## config.mk

```make
export PLATFORM = sky130hd
export DESIGN_NAME = sensing_backoff_sender
export DESIGN_NICKNAME = d
export VERILOG_FILES = /design/src/sv/sbs_pkg.sv /design/src/sv/sbs_csr.sv /design/src/sv/sensing_backoff_sender.sv
export SDC_FILE = /design/constraint.sdc
export NUM_CORES = 1
export LEC_CHECK = 0
export BUFFER_PORTS_ARGS = -buffer_cell sky130_fd_sc_hd__buf_2
export CAP_MARGIN = 20
export CORE_ASPECT_RATIO = 0.7
export CORE_MARGIN = 3
export CORE_UTILIZATION = 60
export CTS_CLUSTER_SIZE = 8
export DETAILED_ROUTE_END_ITERATION = 12
export GPL_TIMING_DRIVEN = 1
export HOLD_SLACK_MARGIN = 0.15
export PLACE_DENSITY = 0.81
export SLEW_MARGIN = 20
export SYNTH_ARGS = -nofsm -noshare
export SYNTH_HDL_FRONTEND = slang
export SYNTH_SLANG_ARGS = --single-unit
```

## constraint.sdc

```tcl
create_clock -name clock -period 17.4 [get_ports clock]
set_input_delay 0.87 -clock clock [delete_from_list [all_inputs] [get_ports clock]]
set_output_delay 0.87 -clock clock [all_outputs]
set_load 0.03 [all_outputs]
```

## src/sv/sbs_pkg.sv

```systemverilog
`timescale 1ns / 1ps
`default_nettype none

package sbs_pkg;

   localparam int unsigned MAX_ATTEMPT_LIMIT = 16;

   localparam int unsigned CSR_ADDR_WIDTH = 3;
   localparam int unsigned CSR_DATA_WIDTH = 32;
   localparam int unsigned REQ_DATA_WIDTH = 24;
   localparam int unsigned REQ_USER_WIDTH = 2;
   localparam int unsigned RSP_DATA_WIDTH = 40;

   localparam logic [4:0]  MAX_ATTEMPTS_RESET = 5'd5;
   localparam logic [15:0] SLOT_TIME_RESET    = 16'd100;

   typedef enum logic [0:0] {
      CSR_MAX_ATTEMPTS = 1'b0,
      CSR_SLOT_TIME    = 1'b1
   } csr_index_type;

   typedef enum logic [1:0] {
      OP_START = 2'd0,
      OP_REPLY = 2'd1,
      OP_TICK  = 2'd2
   } op_type;

   typedef enum logic [2:0] {
      RC_IDLE    = 3'd0,
      RC_BUSY    = 3'd1,
      RC_HUH     = 3'd2,
      RC_OK      = 3'd3,
      RC_DONE    = 3'd4,
      RC_UNKNOWN = 3'd5,
      RC_CLOSED  = 3'd6
   } reply_type;

   typedef enum logic [2:0] {
      ACT_NONE    = 3'd0,
      ACT_SENSE   = 3'd1,
      ACT_REQUEST = 3'd2,
      ACT_SUCCESS = 3'd3,
      ACT_GAVE_UP = 3'd4,
      ACT_CLOSED  = 3'd5
   } action_type;

   typedef struct packed {
      logic [4:0]  max_attempts;
      logic [15:0] slot_time;
   } cfg_type;

   typedef struct packed {
      logic [15:0] random_bits;
      logic [2:0]  reply_code;
   } req_data_type;

   typedef struct packed {
      logic [31:0] wait_loaded;
      logic [4:0]  attempt_count;
      logic [2:0]  action;
   } rsp_data_type;

endpackage

`default_nettype wire

```

## src/sv/sbs_csr.sv

```systemverilog
`timescale 1ns / 1ps
`default_nettype none

module sbs_csr
   import sbs_pkg::*;
(
   input  wire logic                      clock,
   input  wire logic                      reset,
   input  wire logic                      csr_psel,
   input  wire logic                      csr_penable,
   input  wire logic                      csr_pwrite,
   input  wire logic [CSR_ADDR_WIDTH-1:0] csr_paddr,
   input  wire logic [CSR_DATA_WIDTH-1:0] csr_pwdata,
   output logic      [CSR_DATA_WIDTH-1:0] csr_prdata,
   output logic                           csr_pready,
   output cfg_type                        cfg
);

   logic [4:0]    max_attempts_ff;
   logic [15:0]   slot_time_ff;
   logic          write_en;
   csr_index_type index;

   assign csr_pready = 1'b1;
   assign write_en   = csr_psel && csr_penable && csr_pwrite && csr_pready;
   assign index      = csr_index_type'(csr_paddr[2]);

   always_ff @(posedge clock) begin
      if (reset) begin
         max_attempts_ff <= MAX_ATTEMPTS_RESET;
         slot_time_ff    <= SLOT_TIME_RESET;
      end else if (write_en) begin
         unique case (index)
            CSR_MAX_ATTEMPTS: max_attempts_ff <= csr_pwdata[4:0];
            CSR_SLOT_TIME:    slot_time_ff    <= csr_pwdata[15:0];
            default:          ;
         endcase
      end
   end

   always_comb begin
      unique case (index)
         CSR_MAX_ATTEMPTS: csr_prdata = {27'b0, max_attempts_ff};
         CSR_SLOT_TIME:    csr_prdata = {16'b0, slot_time_ff};
         default:          csr_prdata = '0;
      endcase
   end

   assign cfg.max_attempts = max_attempts_ff;
   assign cfg.slot_time    = slot_time_ff;

endmodule

`default_nettype wire

```

## src/sv/sensing_backoff_sender.sv

```systemverilog
`timescale 1ns / 1ps
`default_nettype none

// Channel-sensing sender with binary exponential backoff. Every transaction on
// the req side (start, reply received or one tick) yields exactly one
// transaction on the rsp side: the action to take, the collision count and the
// length of any hold that begins. One transaction is taken per clock cycle
// while rsp_tready does not stall the result register. A transaction is
// captured in an input register when accepted, and its result is loaded into
// the result register once that register can advance, then offered on rsp.
// The state update, including the 16 x 16 multiply that sizes a backoff hold,
// is combinational between those registers. max_attempts (address 0) and
// slot_time (address 4) must be written through the csr port only while no
// transaction is in flight; the block itself does not enforce this.
module sensing_backoff_sender
   import sbs_pkg::*;
(
   input  wire logic                      clock,
   input  wire logic                      reset,
   input  wire logic                      req_tvalid,
   output logic                           req_tready,
   input  wire logic [REQ_DATA_WIDTH-1:0] req_tdata,  // reply_code, random_bits
   input  wire logic [REQ_USER_WIDTH-1:0] req_tuser,  // op
   output logic                           rsp_tvalid,
   input  wire logic                      rsp_tready,
   output logic      [RSP_DATA_WIDTH-1:0] rsp_tdata,  // action, attempt_count,
                                                      // wait_loaded
   input  wire logic                      csr_psel,
   input  wire logic                      csr_penable,
   input  wire logic                      csr_pwrite,
   input  wire logic [CSR_ADDR_WIDTH-1:0] csr_paddr,
   input  wire logic [CSR_DATA_WIDTH-1:0] csr_pwdata,
   output logic      [CSR_DATA_WIDTH-1:0] csr_prdata,
   output logic                           csr_pready
);

   typedef enum logic [2:0] {
      PH_IDLE  = 3'd0,
      PH_SENSE = 3'd1,
      PH_REQ   = 3'd2,
      PH_DONE  = 3'd3,
      PH_HOLD  = 3'd4
   } phase_type;

   cfg_type      cfg;
   logic         in_valid_ff;
   req_data_type in_data_ff;
   op_type       in_op_ff;
   logic         rsp_valid_ff;
   rsp_data_type rsp_data_ff;
   rsp_data_type rsp_data_in;
   phase_type    phase_ff, phase_in;
   logic [4:0]   attempts_ff, attempts_in;
   logic [31:0]  wait_left_ff, wait_left_in;
   logic         advance;
   logic         process;
   logic [4:0]   limit;
   logic [4:0]   attempts_inc;
   logic [15:0]  window;
   logic [15:0]  pick;
   logic [31:0]  product;
   logic         product_zero;
   action_type   action;
   logic [31:0]  loaded;
   reply_type    code;

   sbs_csr u_csr (
      .clock       (clock),
      .reset       (reset),
      .csr_psel    (csr_psel),
      .csr_penable (csr_penable),
      .csr_pwrite  (csr_pwrite),
      .csr_paddr   (csr_paddr),
      .csr_pwdata  (csr_pwdata),
      .csr_prdata  (csr_prdata),
      .csr_pready  (csr_pready),
      .cfg         (cfg)
   );

   assign advance    = !rsp_valid_ff || rsp_tready;
   assign process    = in_valid_ff && advance;
   assign req_tready = !in_valid_ff || advance;

   always_ff @(posedge clock) begin
      if (reset) begin
         in_valid_ff <= 1'b0;
      end else if (req_tready) begin
         in_valid_ff <= req_tvalid;
      end
   end

   always_ff @(posedge clock) begin
      if (req_tready && req_tvalid) begin
         in_data_ff <= req_data_type'(req_tdata[$bits(req_data_type)-1:0]);
         in_op_ff   <= op_type'(req_tuser);
      end
   end

   assign limit = (cfg.max_attempts > 5'(MAX_ATTEMPT_LIMIT)) ?
                  5'(MAX_ATTEMPT_LIMIT) : cfg.max_attempts;
   assign attempts_inc = attempts_ff + 5'd1;
   assign code         = reply_type'(in_data_ff.reply_code);

   always_comb begin
      for (int i = 0; i < 16; i++) begin
         window[i] = (5'(i) <= attempts_ff);
      end
   end

   assign pick         = in_data_ff.random_bits & window;
   assign product      = {16'b0, pick} * {16'b0, cfg.slot_time};
   assign product_zero = (pick == 16'd0) || (cfg.slot_time == 16'd0);

   always_comb begin
      phase_in     = phase_ff;
      attempts_in  = attempts_ff;
      wait_left_in = wait_left_ff;
      action       = ACT_NONE;
      loaded       = '0;
      unique case (in_op_ff)
         OP_START: begin
            attempts_in  = '0;
            wait_left_in = '0;
            if (limit == 5'd0) begin
               phase_in = PH_IDLE;
               action   = ACT_GAVE_UP;
            end else begin
               phase_in = PH_SENSE;
               action   = ACT_SENSE;
            end
         end
         OP_REPLY: begin
            if (phase_ff == PH_SENSE || phase_ff == PH_REQ || phase_ff == PH_DONE) begin
               priority if (code == RC_CLOSED) begin
                  phase_in     = PH_IDLE;
                  wait_left_in = '0;
                  action       = ACT_CLOSED;
               end else if (phase_ff == PH_SENSE && code == RC_IDLE) begin
                  phase_in = PH_REQ;
                  action   = ACT_REQUEST;
               end else if (phase_ff == PH_SENSE && code == RC_BUSY) begin
                  loaded = {16'b0, cfg.slot_time};
                  if (cfg.slot_time == 16'd0) begin
                     wait_left_in = '0;
                     if (attempts_ff >= limit) begin
                        phase_in = PH_IDLE;
                        action   = ACT_GAVE_UP;
                     end else begin
                        phase_in = PH_SENSE;
                        action   = ACT_SENSE;
                     end
                  end else begin
                     wait_left_in = {16'b0, cfg.slot_time};
                     phase_in     = PH_HOLD;
                  end
               end else if (phase_ff == PH_REQ && code == RC_HUH) begin
                  attempts_in = attempts_inc;
                  loaded      = product;
                  if (product_zero) begin
                     wait_left_in = '0;
                     if (attempts_inc >= limit) begin
                        phase_in = PH_IDLE;
                        action   = ACT_GAVE_UP;
                     end else begin
                        phase_in = PH_SENSE;
                        action   = ACT_SENSE;
                     end
                  end else begin
                     wait_left_in = product;
                     phase_in     = PH_HOLD;
                  end
               end else if (phase_ff == PH_REQ && code == RC_OK) begin
                  phase_in = PH_DONE;
               end else if (phase_ff == PH_DONE && code == RC_DONE) begin
                  phase_in = PH_IDLE;
                  action   = ACT_SUCCESS;
               end else begin
                  phase_in = PH_SENSE;
                  action   = ACT_SENSE;
               end
            end
         end
         OP_TICK: begin
            if (phase_ff == PH_HOLD) begin
               if (wait_left_ff > 32'd1) begin
                  wait_left_in = wait_left_ff - 32'd1;
               end else begin
                  wait_left_in = '0;
                  if (attempts_ff >= limit) begin
                     phase_in = PH_IDLE;
                     action   = ACT_GAVE_UP;
                  end else begin
                     phase_in = PH_SENSE;
                     action   = ACT_SENSE;
                  end
               end
            end
         end
         default: ;
      endcase
   end

   assign rsp_data_in.wait_loaded   = loaded;
   assign rsp_data_in.attempt_count = attempts_in;
   assign rsp_data_in.action        = action;

   always_ff @(posedge clock) begin
      if (reset) begin
         phase_ff     <= PH_IDLE;
         attempts_ff  <= '0;
         wait_left_ff <= '0;
         rsp_valid_ff <= 1'b0;
      end else begin
         if (process) begin
            phase_ff     <= phase_in;
            attempts_ff  <= attempts_in;
            wait_left_ff <= wait_left_in;
         end
         if (advance) begin
            rsp_valid_ff <= in_valid_ff;
         end
      end
   end

   always_ff @(posedge clock) begin
      if (process) begin
         rsp_data_ff <= rsp_data_in;
      end
   end

   assign rsp_tvalid = rsp_valid_ff;
   assign rsp_tdata  = rsp_data_ff;

`ifndef SYNTHESIS
   assert property (@(posedge clock) disable iff (reset)
      (phase_ff == PH_HOLD) == (wait_left_ff != 32'd0))
      else $error("hold phase and remaining wait disagree");

   assert property (@(posedge clock) disable iff (reset)
      attempts_ff <= 5'(MAX_ATTEMPT_LIMIT))
      else $error("collision count beyond limit");

   assert property (@(posedge clock) disable iff (reset)
      (rsp_valid_ff && rsp_data_ff.wait_loaded != 32'd0 && rsp_data_ff.action != ACT_NONE)
      |-> (rsp_data_ff.action == ACT_SENSE || rsp_data_ff.action == ACT_GAVE_UP) &&
          (rsp_data_ff.wait_loaded[31:16] == 16'd0))
      else $error("non-zero hold with unexpected action");
`endif

endmodule

`default_nettype wire
```

### Yosys cells after proc, flatten, opt, wreduce, memory -nomap -nowiden

Index checks and enable logic that the tools add are counted.

| storage, ports and cells | value |
|---|---|
| register bits after elaboration | 124 |
| word-level logic and storage cells | 136 |
| input bits | 68 |

| operators by class | value |
|---|---|
| bitwise gates (word level) | 5 |
| multipliers | 1 |
| equal/unequal tests | 16 |
| reductions and logical operators | 28 |
| add/sub/neg operators | 2 |
| order comparisons | 20 |
| multiplexer cells | 50 |

Operators by type and width:

| cell | number |
|---|---|
| 32-bit 2-to-1 mux | 8 |
| 32-bit case mux with 3 select lines | 1 |
| 32-bit case mux with 2 select lines | 1 |
| 3-bit 2-to-1 mux | 21 |
| 16-bit 2-to-1 mux | 3 |
| 4-bit by 5-bit less-or-equal comparator with 1-bit output, first input constant | 8 |
| 32-bit by 1-bit > comparator with 1-bit output, second input constant | 1 |
| 16-bit logical NOT | 2 |
| 16-bit by 16-bit multiplier with 32-bit output | 1 |
| 32-bit by 1-bit subtractor with 32-bit output, second input constant | 1 |
| 5-bit 2-to-1 mux | 6 |
| 3-bit by 5-bit less-or-equal comparator with 1-bit output, first input constant | 4 |
| 3-bit case mux with 3 select lines | 2 |
| 16-bit AND | 1 |
| 3-bit by 2-bit equality test with 1-bit output, second input constant | 4 |
| 5-bit greater-or-equal comparator | 2 |
| 1-bit by 5-bit less-or-equal comparator with 1-bit output, first input constant | 2 |
| 2-bit by 5-bit less-or-equal comparator with 1-bit output, first input constant | 2 |
| 5-bit case mux with 2 select lines | 1 |
| 3-bit equality test, second input constant | 3 |
| 1-bit logical AND | 9 |
| 3-bit by 1-bit equality test with 1-bit output, second input constant | 2 |
| 2-bit 2-to-1 mux | 3 |
| 2-bit != test, second input constant | 3 |
| 19 further kinds | 31 |

### Longest topological paths before layout

| depth | value |
|---|---|
| depth after elaboration | 11 |
| gate-level depth with buffers | 29 |
| mapped depth without buffers | 27 |

### By module

From an unflattened synthesis, not the netlist that was laid out.

| second synthesis, totals | value |
|---|---|
| cells, all modules | 1,709 |
| area total of the unflattened synthesis | 15,351.0 um^2 |

Modules (own cells, without submodules):

| module | seq. area each (um^2) | times used | area each (um^2) | cells each |
|---|---|---|---|---|
| sensing_backoff_sender | 2,672.6 | 1 | 14,144.8 | 1,584 |
| sbs_csr | 420.4 | 1 | 1,206.2 | 125 |

### Least setup slack after synthesis

Ideal clock, no wire load.

| timing path | value |
|---|---|
| path type | reg-to-reg |
| start | register attempts_ff[0] |
| end | register rsp_data_ff (netlist bit rsp_tdata[36]) (data pin) |
| cell stages (with the launch flop) | 28 |
| data arrival time | 6.967 ns |
| buffers on the path | 3 |
| path slack | 10.167 ns |
| data required time | 17.134 ns |
| cells stage by stage | dfxtp_1 > clkbuf_1 > inv_1 > ha_1 > a21o_1 > o311a_1 > clkbuf_1 > and2_1 > fa_1 > inv_1 > fa_1 > fa_1 > inv_1 > fa_1 > fa_1 > inv_1 > fa_1 > inv_1 > ha_1 > clkbuf_1 > nand2_1 > o211ai_1 > a41o_1 > a22oi_1 > nor2_1 > o41ai_1 > xor2_1 > nor2_1 |

| between the ends | value |
|---|---|
| cells in the longest elaborated chain, start to end | 3 |
| elaborated cells on any way between the ends | 18 |
| those cells by class | mul: 1; order compare: 16; bitwise: 1 |

RTL lines:

| what | RTL line | RTL |
|---|---|---|
| start, declared | sensing_backoff_sender.sv:53 | `logic [4:0] attempts_ff, attempts_in;` |
| start signal, assigned | sensing_backoff_sender.sv:216 | `attempts_ff <= attempts_in;` |
| 1-bit by 5-bit less-or-equal comparator with 1-bit output (tied with other cells) | sensing_backoff_sender.sv:106 | `window[i] = (5'(i) <= attempts_ff);` |
| 16-bit AND (*) | sensing_backoff_sender.sv:110 | `assign pick = in_data_ff.random_bits & window;` |
| 16-bit by 16-bit multiplier with 32-bit output (*) | sensing_backoff_sender.sv:111 | `assign product = {16'b0, pick} * {16'b0, cfg.slot_time};` |
| end signal, assigned | sensing_backoff_sender.sv:227 | `rsp_data_ff <= rsp_data_in;` |
| end, declared | sensing_backoff_sender.sv:50 | `rsp_data_type rsp_data_ff;` |

Mark *: on every way between the ends. The rest lies on a longest branch, timed or not.
A chain may end at the register's enable or synchronous reset.

### Worst setup path after layout

| timing path | value |
|---|---|
| start | register attempts_ff[0] |
| end | register wait_left_ff[28] |

| between the ends | value |
|---|---|
| cells in the longest elaborated chain, start to end | 11 |
| elaborated cells on any way between the ends | 27 |
| those cells by class | mul: 1; order compare: 16; mux: 7; bitwise: 1; reduce/logical: 2 |

RTL lines:

| what | RTL line | RTL |
|---|---|---|
| 1-bit by 5-bit less-or-equal comparator with 1-bit output (tied with other cells) | sensing_backoff_sender.sv:106 |  |
| 16-bit AND (*) | sensing_backoff_sender.sv:110 |  |
| parallel branches: the longest is 2 deep, another holds 16-bit by 16-bit multiplier with 32-bit output | -- |  |
| 32-bit 2-to-1 mux (*) | sensing_backoff_sender.sv:159 | `if (product_zero) begin` |
| 32-bit 2-to-1 mux (*) | sensing_backoff_sender.sv:156 | `end else if (phase_ff == PH_REQ && code == RC_HUH) begin` |
| 32-bit 2-to-1 mux (*) | sensing_backoff_sender.sv:141 | `end else if (phase_ff == PH_SENSE && code == RC_BUSY) begin` |
| 32-bit 2-to-1 mux (*) | sensing_backoff_sender.sv:138 | `end else if (phase_ff == PH_SENSE && code == RC_IDLE) begin` |
| 32-bit 2-to-1 mux (*) | sensing_backoff_sender.sv:134 | `priority if (code == RC_CLOSED) begin` |
| 32-bit 2-to-1 mux (*) | sensing_backoff_sender.sv:133 | `if (phase_ff == PH_SENSE \|\| phase_ff == PH_REQ \|\| phase_ff == PH_DONE) begin` |
| 32-bit case mux with 3 select lines (*) | sensing_backoff_sender.sv:120 | `unique case (in_op_ff)` |
| end signal, assigned | sensing_backoff_sender.sv:217 | `wait_left_ff <= wait_left_in;` |
| end, declared | sensing_backoff_sender.sv:54 | `logic [31:0] wait_left_ff, wait_left_in;` |

Every way passes the cells marked *. The select of a mux whose other input is x is not followed.

==> summary.md <==
| Metric | Value |
|---|---|
| Most used DFF post-synth | `dfxtp_1` |
| Share of total power in combinational logic | `0.089` |
| Final Skew | `0.0141 ns` |
| Die W | `196 um` |
| Post-synthesis simple-gate area fraction | `0.192` |
| CP max stage cell | `dfxtp_1` |
| CP dominant cell by count | `fa_1` |
| Minimum clock period | `8.76 ns` |
| Die height | `139 um` |
| Xor/xnor share of the synthesized area | `0.0255` |
| Setup violators final | `0` |
| Clock sink total | `124` |
| Max_cap viols | `0` |
| Post-synth ARST share | `0` |
| First-pass GRT wire length | `69,400 um` |
| Uppermost routed layer | `met4` |
| Via Count | `12,900` |
| Critical path type | `reg -> reg` |
| Critical Path RT | `17.69 ns` |
| Fin. Hold Viols | `0` |
| Crit. End Element | `register` |
| Outcome | `finished, final reports clean` |
| Met1 Wirelength | `17,400 um` |
| I/O pin cnt | `143` |
| IO Port Bufs | `102` |
| Die area | `27,100 um2` |
| Post-synthesis register bit count | `124` |
| Worst Path Buf+Inv | `5` |
| Largest family of logic cells by synthesized area | `adder cells` |
| Clock Pin Slew Worst Setup and Hold Paths | `0.07 ns` |
| Power share of the clock group | `0.488` |
| Site Rows | `47` |
| DPL Wire Length | `31,700 um` |
| Iter 0 DRT Violations | `1,647` |
| Ys Warns | `0` |
| Diode count | `0` |
| Gr usage total | `0.321` |
| Sequential share of power | `0.424` |
| Nets@finish | `2,160` |
| Slew HR | `0.315` |
| # H-tree levels | `4` |
| Post CTS Setup Buffer Count | `0` |
| Clk buf depth | `2` |
| Remaining DRCs | `0` |
| Vias in the first global route | `13,100` |
| Starting density of the core | `0.624` |
| Routability cong. | `0.946` |
| Cell Area, Synth | `15,100 um2` |
| Antenna violations before repair | `0` |
| Fillcell total | `1,876` |
| Overflow after GRT | `0` |
| P_sw | `219 uW` |
| Area Overhead vs Synth | `9.04%` |
| Clk_lat worst skew | `0.43 ns` |
| Length of routed met2 wiring | `18,100 um` |
| P_leak | `7.78 nW` |
| Synth Area in Adders | `0.360` |
| Top delay family on crit path | `adder cells` |
| Mapped Cells | `1,710` |
| Cell Int Power | `538 uW` |
| Slew @ Worst Pin | `1.02 ns` |
| CP max FO | `16` |
| Root Driver | `clkbuf_16` |
| Post-CTS sizing | `0` |
| Share of cells above drive strength 1 | `0.107` |
| Largest net degree at the start of global routing | `47` |
| Switching portion of total power | `0.289` |
| Fmax | `114 MHz` |
| Syn_area_per_cell | `8.82 um2` |
| Sum of negative setup slack | `0 ns` |
| Core area | `24,200 um2` |
| Tot Pwr | `757 uW` |
| Hold Path Class | `reg -> reg` |
| EDFF count, synth | `61` |
| Seq. cell area | `3090 um2` |
| Startpoint types | `register` |
| PD cells | `46.0 nW/um2` |
| Vias per cell | `6.12` |
| Synth Area in Compound Gates | `0.117` |
| Peak VDD IR | `0.0000730 V` |
| CTS tree | `done` |
| CP arrival | `9.05 ns` |
| Synth unique cells | `74` |
| Num CTS Buffers | `17` |
| Finished Core Util | `0.681` |
| Sequential area share after synthesis | `0.205` |
| RSZ-0062 raised after global routing | `false` |
| Routed len/inst | `20.4 um` |
| Area of the multi-input gates | `10,700 um2` |
| Critical path's largest stage delay | `0.66 ns` |
| Mux contribution to synthesized area | `0.00697` |
| Post-route ant nets | `0` |
| Final slew viol count | `0` |
| Final Cycle Share | `0.504` |
| DR WL met3 | `5820 um` |
| DRT Wirelength | `42,900 um` |
| Smallest hold slack | `0.489 ns` |
| DR pass1 iterations | `6` |
| Hold_buf cts | `0` |
==> kinds of logic after synthesis <==
group,after synthesis
other cells,2
fa+ha+maj,318
simple gates,597
mux,10
compound gates,265
flops,124
xor+xnor,44
buf+inv,350
==> flip-flops by register name, summed over array words and instances, names as in the netlist, 3 cells and up <==
register	flops
phase_ff	3
u_csr.max_attempts_ff	5
rsp_tdata	40
code	3
in_data_ff	16
wait_left_ff	32
attempts_ff	5
u_csr.slot_time_ff	16
==> layout make-up <==
class / instances / share of cell area
Clock buffer: 17 / 0.0259
Clock inverter: 15 / 0.0106
Inverter: 246 / 0.0561
Multi-Input combinational cell: 1251 / 0.650
Sequential cell: 124 / 0.188
Tap cell: 318 / 0.0242
Timing Repair Buffer: 134 / 0.0456
==> layer usage <==
layer | global-route usage | vias to the layer above
li1 | - | 5689
met1 | 0.458 | 6203
met2 | 0.475 | 857
met3 | 0.0903 | 125
met4 | 0.108 | 0
met5 | 0 | -
==> synth_stat cells, drive strengths merged, types with 6 or more instances <==
cell type | instances | area (um2)
a211oi | 9 | 67.6
a21o | 16 | 120
a21oi | 68 | 340
a221oi | 6 | 52.6
a222oi | 10 | 100
a22oi | 16 | 120
a31oi | 9 | 56.3
and2 | 136 | 851
buf | 23 | 169
clkbuf | 81 | 304
dfxtp | 63 | 1260
edfxtp | 61 | 1830
fa | 194 | 3880
ha | 124 | 1550
inv | 245 | 920
mux2i | 6 | 60.1
nand2 | 253 | 950
nand2b | 8 | 50.1
nand3 | 24 | 120
nand4 | 8 | 50.1
nor2 | 78 | 293
nor2b | 8 | 50.1
nor3 | 23 | 120
nor4 | 16 | 100
o21a | 8 | 60.1
o21ai | 60 | 300
or2 | 6 | 37.5
or3 | 11 | 68.8
or4 | 6 | 52.6
xnor2 | 22 | 193
xor2 | 22 | 193
==> metrics by stage <==
stage	setup slack, ns	std cells	cell area [um2]
after floorplan	10.17	1725	15100
after global placement	9.11	2073	15800
after detailed placement	9.04	2073	15800
after CTS	8.93	2105	16400
after global routing	8.21	2105	16500
final	8.64	2105	16500
==> cells in the final DEF (no fill, tap or decap), drive strengths merged, types with 22 or more instances in the layout <==
cell type    n
inv        254
nand2      253
fa         194
and2       136
buf        134
ha         124
nor2        78
a21oi       68
dfxtp       63
edfxtp      61
o21ai       60
nand3       24
nor3        23
xor2        22
xnor2       22
==> final timing paths <==
check	from	endpoint	slack, ns	cells past startpoint
setup / recovery	attempts_ff[0]	wait_left_ff[28]	8.64	25
hold / removal	u_csr.slot_time_ff[6]	u_csr.slot_time_ff[6]	0.49	2
setup reg to reg	attempts_ff[0]	wait_left_ff[28]	8.64	25
hold reg to reg	u_csr.slot_time_ff[6]	u_csr.slot_time_ff[6]	0.49	2
==> power groups by stage <==
stage	logic, mW	clock network, mW	registers (mW)
final	0.0671	0.369	0.321
after detailed placement	0.0648	0	0.327
after floorplan	0.0403	0	0.330
after CTS	0.0654	0.371	0.320
after global routing	0.0715	0.385	0.321
after global placement	0.0639	0	0.327
==> worst min-delay path, delay by kind of cell (launching register included) <==
kind             cells  cell delay, ns
DFF                  1            0.32
and+or+nand+nor      2            0.12
No activity file was read; power rests on OpenSTA's default activity.
